$ cat src/hdl/chb_pkg.sv
// Shared constants, codes and types for the cluster heartbeat membership block.
package chb_pkg;

    localparam int NODES_DEF  = 16;

    localparam int NODE_ID_W  = 4;
    localparam int STATUS_W   = 3;
    localparam int VERSION_W  = 32;
    localparam int TIMEOUT_W  = 16;
    localparam int CSIZE_W    = 5;
    localparam int COUNT_W    = 5;
    localparam int TIME_W     = 32;
    localparam int CFG_IDX_W  = 3;
    localparam int CFG_DATA_W = 32;

    localparam logic [STATUS_W-1:0] ST_INITIAL  = 3'd0;
    localparam logic [STATUS_W-1:0] ST_RUNNING  = 3'd1;
    localparam logic [STATUS_W-1:0] ST_STOPPING = 3'd2;
    localparam logic [STATUS_W-1:0] ST_STARTING = 3'd3;
    localparam logic [STATUS_W-1:0] ST_STANDBY  = 3'd4;
    localparam logic [STATUS_W-1:0] ST_ERRORED  = 3'd5;
    localparam logic [STATUS_W-1:0] ST_TIMEDOUT = 3'd6;

    localparam logic OP_HEARTBEAT = 1'b0;
    localparam logic OP_TICK      = 1'b1;

    localparam logic [CFG_IDX_W-1:0] REG_MY_NODE_ID       = 3'd0;
    localparam logic [CFG_IDX_W-1:0] REG_TIMEOUT_TICKS    = 3'd1;
    localparam logic [CFG_IDX_W-1:0] REG_CLUSTER_SIZE     = 3'd2;
    localparam logic [CFG_IDX_W-1:0] REG_EXPECTED_VERSION = 3'd3;
    localparam logic [CFG_IDX_W-1:0] REG_FORCE_MAIN       = 3'd4;

    localparam logic [NODE_ID_W-1:0] RST_MY_NODE_ID       = 4'd0;
    localparam logic [TIMEOUT_W-1:0] RST_TIMEOUT_TICKS    = 16'd121;
    localparam logic [CSIZE_W-1:0]   RST_CLUSTER_SIZE     = 5'd2;
    localparam logic [VERSION_W-1:0] RST_EXPECTED_VERSION = 32'd1;
    localparam logic                 RST_FORCE_MAIN       = 1'b0;

    localparam logic [COUNT_W-1:0] COUNT_SAT = 5'd31;

    typedef struct packed {
        logic                 op;
        logic [NODE_ID_W-1:0] node_id;
        logic [STATUS_W-1:0]  node_status;
        logic [VERSION_W-1:0] msg_version;
        logic [STATUS_W-1:0]  local_status;
    } t_in_item;

    typedef struct packed {
        logic               accepted;
        logic [COUNT_W-1:0] active_count;
        logic               svc_busy;
        logic               start_request;
        logic [COUNT_W-1:0] newly_timed_out;
    } t_out_item;

    typedef struct packed {
        logic [NODE_ID_W-1:0] my_node_id;
        logic [TIMEOUT_W-1:0] timeout_ticks;
        logic [CSIZE_W-1:0]   cluster_size;
        logic [VERSION_W-1:0] expected_version;
        logic                 force_main;
    } t_cfg;

    // table write controls
    typedef struct packed {
        logic wr_en;
        logic set_known;
    } t_tbl_ctl;

    // sequencer status toward the top level
    typedef struct packed {
        logic idle;
        logic done;
    } t_scan_sts;

endpackage

$ cat src/hdl/chb_if.sv
// Channel interfaces: heartbeat/tick input, result output and configuration writes.
interface chb_in_if;
    logic              valid;
    logic              ready;
    chb_pkg::t_in_item payload;
    modport source (output valid, output payload, input ready);
    modport sink   (input valid, input payload, output ready);
endinterface

interface chb_out_if;
    logic               valid;
    logic               ready;
    chb_pkg::t_out_item payload;
    modport source (output valid, output payload, input ready);
    modport sink   (input valid, input payload, output ready);
endinterface

interface chb_cfg_if;
    logic                             valid;
    logic                             ready;
    logic [chb_pkg::CFG_IDX_W-1:0]    index;
    logic [chb_pkg::CFG_DATA_W-1:0]   data;
    modport source (output valid, output index, output data, input ready);
    modport sink   (input valid, input index, input data, output ready);
endinterface

$ cat src/hdl/cluster_heartbeat_membership.sv
// Top level: configuration registers, input handshake, output register, assertions.
//
//  channel  | dir | transaction
//  ---------+-----+---------------------------------------------------------
//  i_in     | in  | heartbeat (op 0) or one-second tick (op 1)
//  o_out    | out | accepted, active_count, svc_busy, start_request, timeouts
//  i_cfg    | in  | register index + data, always ready
//
// The scan issues a table read for every entry through the single read port, folds in
// the registered read data of each, including the last, then reaches done and loads
// the output register. The next item is accepted once the sequencer is idle again.
// Reset clears all known bits together; no clearing pass is needed.
// A finished result sits in the output register, so the next item is taken while it
// waits; a full output register holds the sequencer in done until the hand-off.
module cluster_heartbeat_membership #(
    parameter int NODES = chb_pkg::NODES_DEF
) (
    input  logic   i_clk,
    input  logic   i_rst_n,
    chb_in_if.sink     i_in,
    chb_out_if.source  o_out,
    chb_cfg_if.sink    i_cfg
);
    chb_pkg::t_cfg      r_cfg;
    chb_pkg::t_scan_sts sts;
    chb_pkg::t_out_item result;
    chb_pkg::t_out_item r_out;
    logic               r_out_valid;
    logic               start;
    logic               take;

    assign i_cfg.ready = 1'b1;

    always_ff @(posedge i_clk) begin
        if (!i_rst_n) begin
            r_cfg.my_node_id       <= chb_pkg::RST_MY_NODE_ID;
            r_cfg.timeout_ticks    <= chb_pkg::RST_TIMEOUT_TICKS;
            r_cfg.cluster_size     <= chb_pkg::RST_CLUSTER_SIZE;
            r_cfg.expected_version <= chb_pkg::RST_EXPECTED_VERSION;
            r_cfg.force_main       <= chb_pkg::RST_FORCE_MAIN;
        end else if (i_cfg.valid) begin
            case (i_cfg.index)
                chb_pkg::REG_MY_NODE_ID:
                    r_cfg.my_node_id <= i_cfg.data[chb_pkg::NODE_ID_W-1:0];
                chb_pkg::REG_TIMEOUT_TICKS:
                    r_cfg.timeout_ticks <= i_cfg.data[chb_pkg::TIMEOUT_W-1:0];
                chb_pkg::REG_CLUSTER_SIZE:
                    r_cfg.cluster_size <= i_cfg.data[chb_pkg::CSIZE_W-1:0];
                chb_pkg::REG_EXPECTED_VERSION:
                    r_cfg.expected_version <= i_cfg.data[chb_pkg::VERSION_W-1:0];
                chb_pkg::REG_FORCE_MAIN:
                    r_cfg.force_main <= i_cfg.data[0];
                default: ;
            endcase
        end
    end

    assign i_in.ready = sts.idle;
    assign start      = i_in.valid && sts.idle;
    assign take       = sts.done && (!r_out_valid || o_out.ready);

    chb_scan #(.NODES(NODES)) u_scan (
        .i_clk    (i_clk),
        .i_rst_n  (i_rst_n),
        .i_start  (start),
        .i_item   (i_in.payload),
        .i_cfg    (r_cfg),
        .i_take   (take),
        .o_sts    (sts),
        .o_result (result)
    );

    always_ff @(posedge i_clk) begin
        if (!i_rst_n) begin
            r_out_valid <= 1'b0;
        end else if (take) begin
            r_out_valid <= 1'b1;
        end else if (o_out.ready) begin
            r_out_valid <= 1'b0;
        end
    end

    always_ff @(posedge i_clk) begin
        if (take) begin
            r_out <= result;
        end
    end

    assign o_out.valid   = r_out_valid;
    assign o_out.payload = r_out;

    a_busy_after_accept: assert property (@(posedge i_clk) disable iff (!i_rst_n)
        start |=> !sts.idle)
        else $error("sequencer idle right after an accepted transaction");

    a_done_not_idle: assert property (@(posedge i_clk) disable iff (!i_rst_n)
        sts.done |-> !sts.idle)
        else $error("sequencer reports done and idle together");

    a_heartbeat_quiet: assert property (@(posedge i_clk) disable iff (!i_rst_n)
        (r_out_valid && r_out.accepted) |-> (!r_out.start_request && r_out.newly_timed_out == '0))
        else $error("stored heartbeat carries tick-only results");

    a_start_no_services: assert property (@(posedge i_clk) disable iff (!i_rst_n)
        (r_out_valid && r_out.start_request) |-> !r_out.svc_busy)
        else $error("start request while services are up");

endmodule

$ cat src/hdl/chb_table.sv
// Membership table: status/last-seen memory plus per-entry known bits.
module chb_table #(
    parameter int NODES = chb_pkg::NODES_DEF
) (
    input  logic                          i_clk,
    input  logic                          i_rst_n,
    input  chb_pkg::t_tbl_ctl             i_ctl,
    input  logic [$clog2(NODES)-1:0]      i_wr_addr,
    input  logic [chb_pkg::STATUS_W-1:0]  i_wr_status,
    input  logic [chb_pkg::TIME_W-1:0]    i_wr_seen,
    input  logic [$clog2(NODES)-1:0]      i_rd_addr,
    output logic                          o_rd_known,
    output logic [chb_pkg::STATUS_W-1:0]  o_rd_status,
    output logic [chb_pkg::TIME_W-1:0]    o_rd_seen
);
    localparam int WW = chb_pkg::STATUS_W + chb_pkg::TIME_W;

    logic [WW-1:0]    r_mem [NODES];
    logic [WW-1:0]    r_rd_word;
    logic [NODES-1:0] r_known;
    logic             r_rd_known;

    always_ff @(posedge i_clk) begin
        if (i_ctl.wr_en) begin
            r_mem[i_wr_addr] <= {i_wr_status, i_wr_seen};
        end
        r_rd_word <= r_mem[i_rd_addr];
    end

    always_ff @(posedge i_clk) begin
        if (!i_rst_n) begin
            r_known    <= '0;
            r_rd_known <= 1'b0;
        end else begin
            if (i_ctl.wr_en && i_ctl.set_known) begin
                r_known[i_wr_addr] <= 1'b1;
            end
            r_rd_known <= r_known[i_rd_addr];
        end
    end

    assign o_rd_known  = r_rd_known;
    assign o_rd_status = r_rd_word[WW-1 -: chb_pkg::STATUS_W];
    assign o_rd_seen   = r_rd_word[chb_pkg::TIME_W-1:0];

endmodule

$ cat src/hdl/chb_scan.sv
// Item sequencer: heartbeat store, table scan with timeout write-back, counts and election.
module chb_scan #(
    parameter int NODES = chb_pkg::NODES_DEF
) (
    input  logic               i_clk,
    input  logic               i_rst_n,
    input  logic               i_start,
    input  chb_pkg::t_in_item  i_item,
    input  chb_pkg::t_cfg      i_cfg,
    input  logic               i_take,
    output chb_pkg::t_scan_sts o_sts,
    output chb_pkg::t_out_item o_result
);
    localparam int IW = $clog2(NODES);
    localparam int CW = $clog2(NODES + 1);
    localparam int MW = (IW > chb_pkg::NODE_ID_W) ? IW : chb_pkg::NODE_ID_W;
    localparam int QW = (CW > chb_pkg::COUNT_W) ? CW : chb_pkg::COUNT_W;

    localparam logic [1:0] S_IDLE = 2'd0;
    localparam logic [1:0] S_SCAN = 2'd1;
    localparam logic [1:0] S_DONE = 2'd2;

    logic [1:0]                    r_state;
    logic                          r_op;
    logic [chb_pkg::STATUS_W-1:0]  r_local;
    logic                          r_acc;
    logic [chb_pkg::TIME_W-1:0]    r_now;
    logic [IW:0]                   r_rd_idx;
    logic                          r_pv;
    logic [IW-1:0]                 r_pidx;
    logic [CW-1:0]                 r_active;
    logic [CW-1:0]                 r_ntimed;
    logic                          r_up;
    logic                          r_found;
    logic                          r_lead_ok;

    chb_pkg::t_tbl_ctl             tbl_ctl;
    logic [IW-1:0]                 wr_addr;
    logic [chb_pkg::STATUS_W-1:0]  wr_status;
    logic [chb_pkg::TIME_W-1:0]    wr_seen;
    logic [IW-1:0]                 rd_addr;
    logic                          rd_known;
    logic [chb_pkg::STATUS_W-1:0]  rd_status;
    logic [chb_pkg::TIME_W-1:0]    rd_seen;

    logic                          hb_ok;
    logic                          issue;
    logic [chb_pkg::TIME_W-1:0]    silence;
    logic                          timed;
    logic [chb_pkg::STATUS_W-1:0]  st_eff;
    logic                          is_active;
    logic                          is_svc;
    logic                          is_cand;
    logic [QW-1:0]                 active_ext;
    logic [QW-1:0]                 ntimed_ext;
    logic [QW-1:0]                 quorum_need;
    logic                          quorum_ok;

    assign hb_ok = (i_item.op == chb_pkg::OP_HEARTBEAT)
                && (i_item.msg_version == i_cfg.expected_version)
                && (32'(i_item.node_id) < 32'(NODES));

    assign rd_addr = r_rd_idx[IW-1:0];
    assign issue   = (r_state == S_SCAN) && (r_rd_idx != (IW+1)'(NODES));

    // modulo-2^32 silence against the timeout, own entry exempt
    assign silence = r_now - rd_seen;
    assign timed   = (r_op == chb_pkg::OP_TICK) && r_pv && rd_known
                  && (MW'(r_pidx) != MW'(i_cfg.my_node_id))
                  && (rd_status != chb_pkg::ST_TIMEDOUT)
                  && (silence > 32'(i_cfg.timeout_ticks));
    assign st_eff  = timed ? chb_pkg::ST_TIMEDOUT : rd_status;

    assign is_active = rd_known && (st_eff <= chb_pkg::ST_ERRORED);
    assign is_svc    = rd_known && (st_eff inside {chb_pkg::ST_RUNNING, chb_pkg::ST_STOPPING,
                                                   chb_pkg::ST_STARTING});
    assign is_cand   = rd_known && (st_eff inside {chb_pkg::ST_INITIAL, chb_pkg::ST_STANDBY});

    // write port: heartbeat store at acceptance, timeout write-back during the scan
    always_comb begin
        if (r_state == S_IDLE) begin
            tbl_ctl.wr_en     = i_start && hb_ok;
            tbl_ctl.set_known = 1'b1;
            wr_addr           = IW'(i_item.node_id);
            wr_status         = i_item.node_status;
            wr_seen           = r_now;
        end else begin
            tbl_ctl.wr_en     = timed;
            tbl_ctl.set_known = 1'b0;
            wr_addr           = r_pidx;
            wr_status         = chb_pkg::ST_TIMEDOUT;
            wr_seen           = rd_seen;
        end
    end

    chb_table #(.NODES(NODES)) u_table (
        .i_clk       (i_clk),
        .i_rst_n     (i_rst_n),
        .i_ctl       (tbl_ctl),
        .i_wr_addr   (wr_addr),
        .i_wr_status (wr_status),
        .i_wr_seen   (wr_seen),
        .i_rd_addr   (rd_addr),
        .o_rd_known  (rd_known),
        .o_rd_status (rd_status),
        .o_rd_seen   (rd_seen)
    );

    always_ff @(posedge i_clk) begin
        if (!i_rst_n) begin
            r_state  <= S_IDLE;
            r_now    <= '0;
            r_pv     <= 1'b0;
            r_rd_idx <= '0;
        end else begin
            case (r_state)
                S_IDLE: begin
                    if (i_start) begin
                        r_rd_idx <= '0;
                        r_pv     <= 1'b0;
                        r_state  <= S_SCAN;
                        if (i_item.op == chb_pkg::OP_TICK) begin
                            r_now <= r_now + chb_pkg::TIME_W'(1);
                        end
                    end
                end
                S_SCAN: begin
                    r_pv <= issue;
                    if (issue) begin
                        r_rd_idx <= r_rd_idx + (IW+1)'(1);
                    end else if (!r_pv) begin
                        r_state <= S_DONE;
                    end
                end
                S_DONE: begin
                    if (i_take) begin
                        r_state <= S_IDLE;
                    end
                end
                default: r_state <= S_IDLE;
            endcase
        end
    end

    // per-item accumulators, cleared when a new item is accepted
    always_ff @(posedge i_clk) begin
        if (r_state == S_IDLE) begin
            if (i_start) begin
                r_op      <= i_item.op;
                r_local   <= i_item.local_status;
                r_acc     <= hb_ok;
                r_active  <= '0;
                r_ntimed  <= '0;
                r_up      <= 1'b0;
                r_found   <= 1'b0;
                r_lead_ok <= 1'b0;
            end
        end else if (r_pv) begin
            r_active <= r_active + CW'(is_active);
            r_ntimed <= r_ntimed + CW'(timed);
            r_up     <= r_up | is_svc;
            if (!r_found && is_cand) begin
                r_found   <= 1'b1;
                r_lead_ok <= (st_eff == chb_pkg::ST_STANDBY)
                          && (MW'(r_pidx) == MW'(i_cfg.my_node_id));
            end
        end
        r_pidx <= rd_addr;
    end

    assign active_ext  = QW'(r_active);
    assign ntimed_ext  = QW'(r_ntimed);
    assign quorum_need = QW'(i_cfg.cluster_size >> 1) + QW'(1);
    assign quorum_ok   = (i_cfg.cluster_size <= chb_pkg::CSIZE_W'(2))
                      || (active_ext >= quorum_need);

    always_comb begin
        o_result.accepted        = r_acc;
        o_result.active_count    = (active_ext > QW'(chb_pkg::COUNT_SAT)) ? chb_pkg::COUNT_SAT
                                 : active_ext[chb_pkg::COUNT_W-1:0];
        o_result.svc_busy        = r_up;
        o_result.newly_timed_out = (ntimed_ext > QW'(chb_pkg::COUNT_SAT)) ? chb_pkg::COUNT_SAT
                                 : ntimed_ext[chb_pkg::COUNT_W-1:0];
        o_result.start_request   = (r_op == chb_pkg::OP_TICK) && !i_cfg.force_main
                                 && (r_local == chb_pkg::ST_STANDBY) && quorum_ok
                                 && !r_up && r_found && r_lead_ok;
    end

    assign o_sts.idle = (r_state == S_IDLE);
    assign o_sts.done = (r_state == S_DONE);

endmodule
$ cat src/flat_wrapper.sv
// flat-port wrapper written by rule: the top's interface ports become plain ports
module cluster_heartbeat_membership_flat 
#(
    parameter int NODES = chb_pkg::NODES_DEF
)
  (i_clk, i_rst_n, i_in_valid, i_in_payload, i_in_ready, o_out_valid, o_out_payload, o_out_ready, i_cfg_valid, i_cfg_index, i_cfg_data, i_cfg_ready);
  chb_in_if i_in_i ();
  chb_out_if o_out_i ();
  chb_cfg_if i_cfg_i ();
  input  logic i_clk;
  input  logic i_rst_n;
  input wire logic [$bits(i_in_i.valid)-1:0] i_in_valid;
  input wire logic [$bits(i_in_i.payload)-1:0] i_in_payload;
  output wire logic [$bits(i_in_i.ready)-1:0] i_in_ready;
  output wire logic [$bits(o_out_i.valid)-1:0] o_out_valid;
  output wire logic [$bits(o_out_i.payload)-1:0] o_out_payload;
  input wire logic [$bits(o_out_i.ready)-1:0] o_out_ready;
  input wire logic [$bits(i_cfg_i.valid)-1:0] i_cfg_valid;
  input wire logic [$bits(i_cfg_i.index)-1:0] i_cfg_index;
  input wire logic [$bits(i_cfg_i.data)-1:0] i_cfg_data;
  output wire logic [$bits(i_cfg_i.ready)-1:0] i_cfg_ready;
  assign i_in_i.valid = i_in_valid;
  assign i_in_i.payload = i_in_payload;
  assign i_in_ready = i_in_i.ready;
  assign o_out_valid = o_out_i.valid;
  assign o_out_payload = o_out_i.payload;
  assign o_out_i.ready = o_out_ready;
  assign i_cfg_i.valid = i_cfg_valid;
  assign i_cfg_i.index = i_cfg_index;
  assign i_cfg_i.data = i_cfg_data;
  assign i_cfg_ready = i_cfg_i.ready;
  cluster_heartbeat_membership #(.NODES(NODES)) u_core (.i_clk(i_clk), .i_rst_n(i_rst_n), .i_in(i_in_i), .o_out(o_out_i), .i_cfg(i_cfg_i));
endmodule
$ cat config.mk
export PLATFORM = sky130hd
export DESIGN_NAME = cluster_heartbeat_membership_flat
export DESIGN_NICKNAME = d
export VERILOG_FILES = /design/src/hdl/chb_pkg.sv /design/src/hdl/chb_if.sv /design/src/hdl/cluster_heartbeat_membership.sv /design/src/hdl/chb_table.sv /design/src/hdl/chb_scan.sv /design/src/flat_wrapper.sv
export SDC_FILE = /design/constraint.sdc
export NUM_CORES = 1
export LEC_CHECK = 0
export BUFFER_PORTS_ARGS = -buffer_cell sky130_fd_sc_hd__buf_4
export CAP_MARGIN = 20
export CORE_MARGIN = 4
export CORE_UTILIZATION = 56
export DETAILED_ROUTE_END_ITERATION = 16
export PLACE_DENSITY_LB_ADDON = 0.15
export SYNTH_ARGS = -nofsm -noshare
export SYNTH_HDL_FRONTEND = slang
export SYNTH_SLANG_ARGS = --single-unit
export TNS_END_PERCENT = 100
$ cat constraint.sdc
create_clock -name i_clk -period 5.8 [get_ports i_clk]
set_clock_uncertainty 0.05 [all_clocks]
set_input_delay 0.29 -clock i_clk [delete_from_list [all_inputs] [get_ports i_clk]]
set_output_delay 0.29 -clock i_clk [all_outputs]
set_load 0.02 [all_outputs]
# [Word level (Yosys, flattened, before mapping)]
# Memories as Yosys holds them, arrays and structs flattened. A register that Yosys moved wholly into a read port is not among the register bits.
# Index checks and enable logic that the tools add are counted.
[word_totals] regBits=151 ram_bits=560 input_bits=83 out_inout_bits=16 word_cells=151 mem_count=1
[classes] add_sub_neg=6 magnitude_cmp=9 eq_ne=21 n_mux=35 bitwise=3 n_reduce_logical=50
[memory_table] name="u_core.u_scan.u_table.r_mem" words=16 width=35 rd=1 rd_ports_with_merged_regs=1 write_ports=1 line_no="chb_table.sv:18" source="logic [WW-1:0] r_mem [NODES];"
[op_table] cell="32-bit by 1-bit adder with 32-bit output, second input constant" n=1
[op_table] cell="32-bit == test" n=1
[op_table] cell="32-bit by 16-bit greater-than comparator with 1-bit output" n=1
[op_table] cell="32-bit two-way mux" n=1
[op_table] cell="32-bit subtractor" n=1
[op_table] cell="5-bit two-way mux" n=6
[op_table] cell="1-bit logical AND" n=23
[op_table] cell="16-bit bitwise OR" n=1
[op_table] cell="2-bit AND reduction" n=8
[op_table] cell="1-bit two-way mux" n=15
[op_table] cell="3-bit by 2-bit == test with 1-bit output, second input constant" n=4
[op_table] cell="5-bit by 1-bit adder with 5-bit output" n=2
[op_table] cell="5-bit greater-than comparator, second input constant" n=2
[op_table] cell="4-bit by 5-bit less-than comparator with 1-bit output, second input constant" n=2
[op_table] cell="2-bit two-way mux" n=5
[op_table] cell="5-bit case mux with 2 select lines" n=1
[op_table] cell="2-bit nonzero test" n=5
[op_table] cell="3-bit == test, second input constant" n=3
[op_table] cell="3-bit AND reduction" n=3
[op_table] cell="2-bit inequality test, second input constant" n=4
[op_table] cell="3-bit by 1-bit == test with 1-bit output, second input constant" n=2
[op_table] cell="3-bit logical NOT" n=2
[op_table] cell="3-bit two-way mux" n=2
[op_table] cell="2-bit case mux with 3 select lines" n=1
[op_table] cell="other kinds (24)" n=28

# [Depth between registers and ports, before layout]
# Gate-level depths: netlist of run 1.
[logic_depth] word_depth=13 ltp_mapped=24 depth_no_buf=24

# [Cells and area by module]
# Synthesis of run 1 repeated with hierarchy kept, for this count alone.
[hier_totals] cells_unflattened=2088 hier_area_um2=31541.5
[by_module_without_submodules] module="chb_table" instances=1 cells_each=994 area_per_inst_um2=22430.3 seq_area_each_um2=17857.1
[by_module_without_submodules] module="chb_scan" instances=1 cells_each=839 area_per_inst_um2=6348.6 seq_area_each_um2=1421.4
[by_module_without_submodules] module="cluster_heartbeat_membership" instances=1 cells_each=255 area_per_inst_um2=2762.6 seq_area_each_um2=1571.5

# [Worst setup path before layout of run 1]
# Ideal clock, no wire load.
[synth_path] kind="register -> register" from="register u_core.u_scan.r_now[0] in the netlist's numbering" to="memory u_core.u_scan.u_table.r_mem[7][0] in the netlist's numbering, enable pin" setup_time_ns=0.427 arrival_ns=5.014 required_ns=5.323 setup_slack_ns=0.308 path_stages_with_launch=19 n_path_buf=0 period_less_slack_ns=5.492 path_cell_list="dfxtp_1 -> inv_1 -> ha_1 -> fa_1 -> and2b_2 -> o2111ai_4 -> a2111oi_2 -> nor3_1 -> xnor2_1 -> ha_1 -> nand4_1 -> nor3_1 -> a21oi_1 -> a22o_1 -> o2111ai_1 -> a2111oi_4 -> nand4_4 -> a31oi_2 -> nor2_1"
[synth_via] elab_chain_len=6
[synth_lines] item="start: declaration" line_no="chb_scan.sv:27" source="logic [chb_pkg::TIME_W-1:0] r_now;"
[synth_lines] item="start signal: assignment" line_no="chb_scan.sv:123" source="r_now <= r_now + chb_pkg::TIME_W'(1);"
[synth_lines] item="32-bit subtractor" line_no="chb_scan.sv:67" source="assign silence = r_now - rd_seen;"
[synth_lines] item="32-bit by 16-bit greater-than comparator with 1-bit output" line_no="chb_scan.sv:71" source="&& (silence > 32'(i_cfg.timeout_ticks));"
[synth_lines] item="1-bit logical AND" line_no="chb_scan.sv:71"
[synth_lines] item="2-bit two-way mux" line_no="chb_scan.sv:81" source="if (r_state == S_IDLE) begin"
[synth_lines] item="1-bit two-way mux" line_no="chb_table.sv:24" source="if (i_ctl.wr_en) begin"
[synth_lines] item="1-bit two-way mux (not written as such)" line_no="chb_table.sv:25" source="r_mem[i_wr_addr] <= {i_wr_status, i_wr_seen};"
[synth_lines] item="end: declaration" line_no="chb_table.sv:18"
# Every way passes these cells.

# [Worst setup path after layout of run 1]
[layout_path] from="register u_core.u_scan.r_now[0] in the netlist's numbering" to="memory u_core.u_scan.u_table.r_mem[0][5] in the netlist's numbering, enable pin"
# The elaborated chain is that of the path after synthesis.

==> results.md, run 1 <==
* Status: finished, final reports clean
* Vias in the first global route at 17640
* Core area at 55200 µm²
* Arrival time at the worst endpoint at 5.68 ns
* Worst hold slack at 0.03030 ns
* RSZ-0062 raised after global routing: no
* Net load switching power at 2.645 mW
* Number of core rows at 86
* DRC at 0
* Worst setup path category: register to register
* Cell Area, Synth at 31300 µm²
* Worst-path maximum fanout at 29
* DR pass1 iterations at 5
* Fraction of layout cells with a size suffix above 1 at 22.77%
* Final WL at 72.32 mm
* DIE AREA at 59750 µm²
* Switching Fraction at 22.76%
* Post-synth cell types at 81
* CTS sink cnt at 746
* Dpl hpwl at 47.32 mm
* Antenna-violating nets left at 0
* Clock network fraction of total power at 40.6%
* Ys async rst share at 0%
* Post-Place Cells at 2784
* Syn nets at 2118
* Peak supply drop at 0.3158 mV
* Global Route Usage Sum at 24.17%
* Commonest non-fill, non-tap cells in the layout: edfxtp_1, nand2_1, mux4_2
* Final Hold Fails at 0
* Slew Limit Fails at 0
* Worst Setup End Kind: register
* Min Tclk post-route at 5.426 ns
* Setup TNS at 0 ns
* I/O Pins at 99
* Fin crit share at 93.56%
* Final Core Density at 65.66%
* Die W at 244.4 µm
* Int Power at 8.979 mW
* Leak pwr at 12.19 nW
* Seq/Total Area, Yosys at 66.61%
* Antenna cell count at 0
* Hold depth at 4
* Synth Flop Type: edfxtp_1
* P&R area growth vs syn at 15.79%
* Total congestion overflow at 0
* Total CTS buffers at 76
* Flop2flop setup slack at 0.37 ns
* First-pass GRT wire length at 109.8 mm
* Avg Synthesized Cell Area at 15.87 µm²
* Setup-failing EPs final at 0
* Synth warn at 0
* Placer Congestion at 0.8891
* PortBufs at 97
* Initial antenna violation count at 0
* Layout net count at 2308
* First DRT Iteration DRCs at 1700
* Max-cap check violation count at 0
* Pin count of the biggest net entering global routing at 115
* Vias at 17810
* FF-to-FF path depth at 19
* Pwr dens at 320.7 nW/µm²
* CTS tree: yes
* Worst-Margin Slew at 1.336 ns
* Flops & latches, synth at 746
* Logic pwr share at 8.1%
* Synthesized instance count at 1973
* Root Driver: clkbuf_16
* Peak Freq at 184.3 MHz
* Non-Filler Instances at 2970
* Worst Hold Class: input pin to register
* Worst endpoint required time at 6.06 ns
* Clk Latency, worst-skew pair at 0.64 ns
* Slew headroom at 10.52%
* Die H at 244.4 µm
* CTS max path bufs at 3
* Sequential cell fraction of total power at 51.3%
* DR vias/cell at 5.995
* Clock transition at the registers of the reported paths at 0.06 ns
* DR WL/cell at 24.35 µm
* Starting density of the core at 56.71%
* Commonest non-fill, non-tap cell in the layout: edfxtp_1
* Critical Path Start Type: register
* CTS H-tree lvls at 3
* EDFF count, synth at 591
* Fillers at 3802
## through the flow
| stage | setup WS (ns) | power (mW) | instance area [µm²] |
|---|---|---|---|
| after floorplan | 0.3084 | 6.632 | 31300 |
| after CTS | 0.2315 | 11.72 | 36140 |
| after global placement | 0.3404 | 6.972 | 33200 |
| after detailed placement | 0.2456 | 6.994 | 33310 |
| final | 0.3737 | 11.62 | 36250 |
| after global routing | 0.004014 | 12.04 | 36250 |
## flip-flops by register name, indices dropped and copies added, names as in the netlist
name	flops
u_core.u_scan.u_table.r_mem	560
u_core.r_cfg	58
u_core.u_scan.u_table.r_rd_word	35
u_core.u_scan.r_now	32
u_core.u_scan.u_table.r_known	16
u_core.o_out.payload	13
u_core.u_scan.active_ext	5
u_core.u_scan.ntimed_ext	5
u_core.u_scan.r_rd_idx	5
u_core.u_scan.r_pidx	4
u_core.u_scan.r_local	3
u_core.u_scan.r_state	2
u_core.o_out.valid	1
u_core.u_scan.r_acc	1
u_core.u_scan.r_found	1
u_core.u_scan.r_lead_ok	1
u_core.u_scan.r_op	1
u_core.u_scan.r_pv	1
u_core.u_scan.r_up	1
u_core.u_scan.u_table.o_rd_known	1
## cells by family (layout without fill, tap and decap cells)
| logic type | count (synthesis) | in the layout | share of synthesized area [%] |
|---|---|---|---|
| xor+xnor | 90 | 90 | 2.518 |
| mux | 194 | 194 | 13.40 |
| compound gates | 261 | 261 | 5.764 |
| flops | 746 | 746 | 66.61 |
| fa+ha+maj | 62 | 62 | 2.502 |
| other cells | 1 | 1 | 0.01198 |
| simple gates | 446 | 449 | 7.043 |
| buf+inv | 173 | 419 | 2.158 |
## final timing paths
path,startpoint,to
worst max register to register,u_core.u_scan.r_now[0],u_core.u_scan.u_table.r_mem[0][5]
worst min-delay path,i_cfg_valid,u_core.r_cfg[0]
worst max-delay path,u_core.u_scan.r_now[0],u_core.u_scan.u_table.r_mem[0][5]
worst min register to register,u_core.u_scan.r_acc,u_core.o_out.payload[12]
## layout make-up
cell class | count | area (µm²) | share of cell area [%]
clock buffers | 107 | 2128 | 5.872
clock inverters | 30 | 304.0 | 0.8388
inverters | 76 | 285.3 | 0.7870
multi-input cells | 1057 | 9940 | 27.42
flip-flops and latches | 746 | 20860 | 57.56
well taps | 748 | 935.9 | 2.582
repair buffers | 206 | 1790 | 4.940
## worst max-delay path, stage by stage, from the launching register on
cell	delay, ns
dfxtp_1	0.40
inv_1	0.11
ha_1	0.23
fa_1	0.40
and2b_2	0.26
o2111ai_4	0.17
a2111oi_4	0.40
nor2_1	0.13
xnor2_1	0.15
ha_1	0.28
nand4_1	0.14
nor3_1	0.28
a21oi_1	0.11
a22o_1	0.24
o2111ai_1	0.16
a2111oi_4	0.09
nand4_4	0.23
a21boi_4	0.15
nor2_4	0.82
buf_4	0.31
## power by group through the flow
stage | clock network, mW | registers, mW | logic [mW]
3_5_place_dp | 0 | 6.08 | 0.910
2_1_floorplan | 0 | 6.07 | 0.563
3_3_place_gp | 0 | 6.08 | 0.889
5_1_grt | 5.05 | 5.97 | 1.02
6_report | 4.72 | 5.97 | 0.937
4_1_cts | 4.82 | 5.97 | 0.935
## metal layers
metal / up-vias / GRT usage (%) / wire (µm)
met2: 735 / 38.00 / 34460
met4: 0 / 5.588 / 1438
met5: - / 0 / 0
li1: 7962 / - / -
met1: 9009 / 35.63 / 30290
met3: 99 / 4.836 / 6134
## cell usage after synthesis (3+ instances only)
library cell    n  area, µm²
edfxtp_1      591      17750
nand2_1       194      728.2
mux4_2        180       4054
dfxtp_1       155       3103
inv_1          75      281.5
clkbuf_1       70      262.8
a21oi_1        61      305.3
ha_1           61      763.2
nor2_1         59      221.5
o21ai_0        59      295.3
a21boi_0       49      367.9
xnor2_1        49      429.2
xor2_1         41      359.1
and2_1         35      219.0
nand3_1        27      135.1
nor2b_1        26      162.7
nand4_1        22      137.6
o21a_1         19      142.6
buf_1          15      56.30
mux2i_1        14      140.1
nor3_1         14      70.07
nor4_1         12      75.07
or3_1          12      75.07
a31oi_1        10      62.56
and3_1          9      56.30
o211ai_1        9      67.56
buf_2           8      40.04
a21o_1          7      52.55
nand2b_1        6      37.54
nor3b_1         5      37.54
and4_1          4      35.03
or2_2           4      25.02
a2111oi_4       3      82.58
a211oi_1        3      22.52
a21boi_1        3      22.52
nand4_4         3      63.81
o21bai_1        3      22.52
o31ai_1         3      22.52
or4_1           3      22.52
## what timing repair did
action | in CTS | in global routing
hold buffers | 40 | 0
gates resized for setup | 0 | 3
setup buffers | 0 | 1
endpoints found under the hold margin | 66 | 0
endpoints found under the setup margin | 0 | 38
(Power assumes the default switching activity.)
==> inputs of run 2 (changes only) <==
--- a/config.mk
+++ b/config.mk
@@ -8,7 +8,7 @@
 export BUFFER_PORTS_ARGS = -buffer_cell sky130_fd_sc_hd__buf_4
 export CAP_MARGIN = 20
 export CORE_MARGIN = 4
-export CORE_UTILIZATION = 56
+export CORE_UTILIZATION = 60
 export DETAILED_ROUTE_END_ITERATION = 16
 export PLACE_DENSITY_LB_ADDON = 0.15
 export SYNTH_ARGS = -nofsm -noshare
==> constraint.sdc (replaced) <==
create_clock -name i_clk -period 6 [get_ports i_clk]
set_clock_uncertainty 0.05 [all_clocks]
set_input_delay 0.3 -clock i_clk [delete_from_list [all_inputs] [get_ports i_clk]]
set_output_delay 0.3 -clock i_clk [all_outputs]
set_load 0.02 [all_outputs]
==> results.md, run 2 (same netlist as run 1, synthesis figures left out) <==
* Status: finished, final reports clean
* M1 WL at 31.04 mm
* CTS H-tree lvls at 3
* Peak supply drop at 0.2891 mV
* DR vias/cell at 6.171
* Regs by FF count: u_core.u_scan.u_table.r_mem (560), u_core.r_cfg (58), u_core.u_scan.u_table.r_rd_word (35)
* Final Core Density at 70.18%
* Layout net count at 2293
* Worst-Margin Slew at 1.111 ns
* Core area at 51510 µm²
* Dpl hpwl at 46.54 mm
* DRC at 0
* P&R area growth vs syn at 15.47%
* Hold Startpoint: i_cfg_valid
* Commonest non-fill, non-tap cell in the layout: edfxtp_1
* RR Startpoint: u_core.u_scan.r_now[0]
* Clock transition at the registers of the reported paths at 0.06 ns
* Number of core rows at 83
* I/O Pins at 99
* DIE AREA at 55890 µm²
* DR pass1 iterations at 5
* Worst endpoint required time at 6.32 ns
* Arrival time at the worst endpoint at 6.03 ns
* Worst Setup End Kind: register
* Max-cap check violation count at 0
* RSZ-0062 raised after global routing: no
* Worst setup path category: register to register
* Placer Congestion at 0.9381
* Starting density of the core at 60.77%
* Top routing layer used: met4
* Die W at 236.4 µm
* Die H at 236.4 µm
* Final Hold Fails at 0
* Pin count of the biggest net entering global routing at 115
* WL met3 at 5.525 mm
* CTS max path bufs at 3
* Final WL at 72.68 mm
* Fin crit share at 95.24%
* Critical Path Start Type: register
* Worst-path maximum fanout at 26
* Global Route Usage Sum at 25.92%
* Total CTS buffers at 74
* Min Tclk post-route at 5.714 ns
* Slew headroom at 25.91%
* Root Driver: clkbuf_16
* Fraction of layout cells with a size suffix above 1 at 22.39%
* CTS tree: yes
* Commonest non-fill, non-tap cells in the layout: edfxtp_1, nand2_1, mux4_2
* Total congestion overflow at 0
* DR WL/cell at 25.18 µm
* Crit path from: u_core.u_scan.r_now[0]
* Setup-failing EPs final at 0
* PortBufs at 97
* Vias at 17820
* Wire length on met2 at 34.52 mm
* Clk Latency, worst-skew pair at 0.63 ns
* Worst Hold Class: input pin to register
* Antenna-violating nets left at 0
* Peak Freq at 175.0 MHz
* First DRT Iteration DRCs at 1811
* Setup TNS at 0 ns
* Pwr dens at 312.0 nW/µm²
* Initial antenna violation count at 2
* CTS sink cnt at 746
* Most flop-heavy register: u_core.u_scan.u_table.r_mem
* Slew Limit Fails at 0
* First-pass GRT wire length at 109.6 mm
* Leak pwr at 12.16 nW
* Vias in the first global route at 17590
* Max reg flops at 560
-- run 2: cell types whose count changed in the layout (fill, tap and decap cells not counted), moves of 4 or more --
cell / delta
clkbuf_1: -4
buf_4: -19
clkbuf_8: -4
buf_12: +9
-- run 2: routing by layer --
| metal | track usage, % | vias up |
|---|---|---|
| li1 | - | 7926 |
| met1 | 39.08 | 9010 |
| met2 | 40.31 | 781 |
| met3 | 4.583 | 100 |
| met4 | 6.228 | 0 |
| met5 | 0 | - |
-- run 2: final cells by class --
class                      instances  area (µm²)
tap                              680       850.8
clock inverter                    35       369.1
multi-input combinational       1054        9898
fill                            3273       15360
sequential                       746       20860
antenna                            1       2.502
timing repair buffer             196        1821
clock buffer                      99        2058
inverter                          76       285.3
-- run 2: critical path: stages (launching register included) --
cell and delay [ns]:
dfxtp_1 0.41, inv_1 0.11, ha_1 0.24, fa_1 0.40, and2b_2 0.26, o2111ai_4 0.17
a2111oi_4 0.48, nor2_1 0.14, xnor2_1 0.15, ha_1 0.19, a21o_1 0.19, a21o_1 0.17
a221oi_1 0.25, a22o_1 0.23, o2111ai_1 0.19, a2111oi_4 0.37, nand4_4 0.28, a31oi_2 0.68
nor2_4 0.20, buf_12 0.23
-- run 2: final timing paths --
path / end / slack, ns / cells past startpoint
hold / removal: u_core.r_cfg[0] / 0.03 / 4
hold reg to reg: u_core.o_out.payload[12] / 0.38 / 0
setup reg to reg: u_core.u_scan.u_table.r_mem[7][11] / 0.29 / 19
setup / recovery: u_core.u_scan.u_table.r_mem[7][11] / 0.29 / 19
-- run 2: timing repair --
| action | in CTS | in global routing |
|---|---|---|
| buffers inserted | 0 | 0 |
| hold endpoints to repair | 65 | 0 |
| resized for setup | 0 | 0 |
| hold buffers | 39 | 0 |
-- run 2: where the power goes --
group          switching (mW)  total (mW)  internal, mW
clock                    1.96        4.61          2.65
sequential             0.0577        5.78          5.72
combinational           0.528       0.888         0.360
total                    2.54        11.3          8.73
-- run 2: through the flow --
stage	instance area, µm²	std cells	hold WS [ns]	worst slack, ns	total power, mW
2_1_floorplan	31300	1973	0.3114	0.5084	6.411
3_3_place_gp	32880	2683	0.3574	0.5021	6.712
3_5_place_dp	33050	2693	0.3716	0.3660	6.739
4_1_cts	35870	2866	0.005523	0.3316	11.35
5_1_grt	36140	2886	0.02255	0.04933	11.68
6_report	36150	2887	0.03410	0.2858	11.28
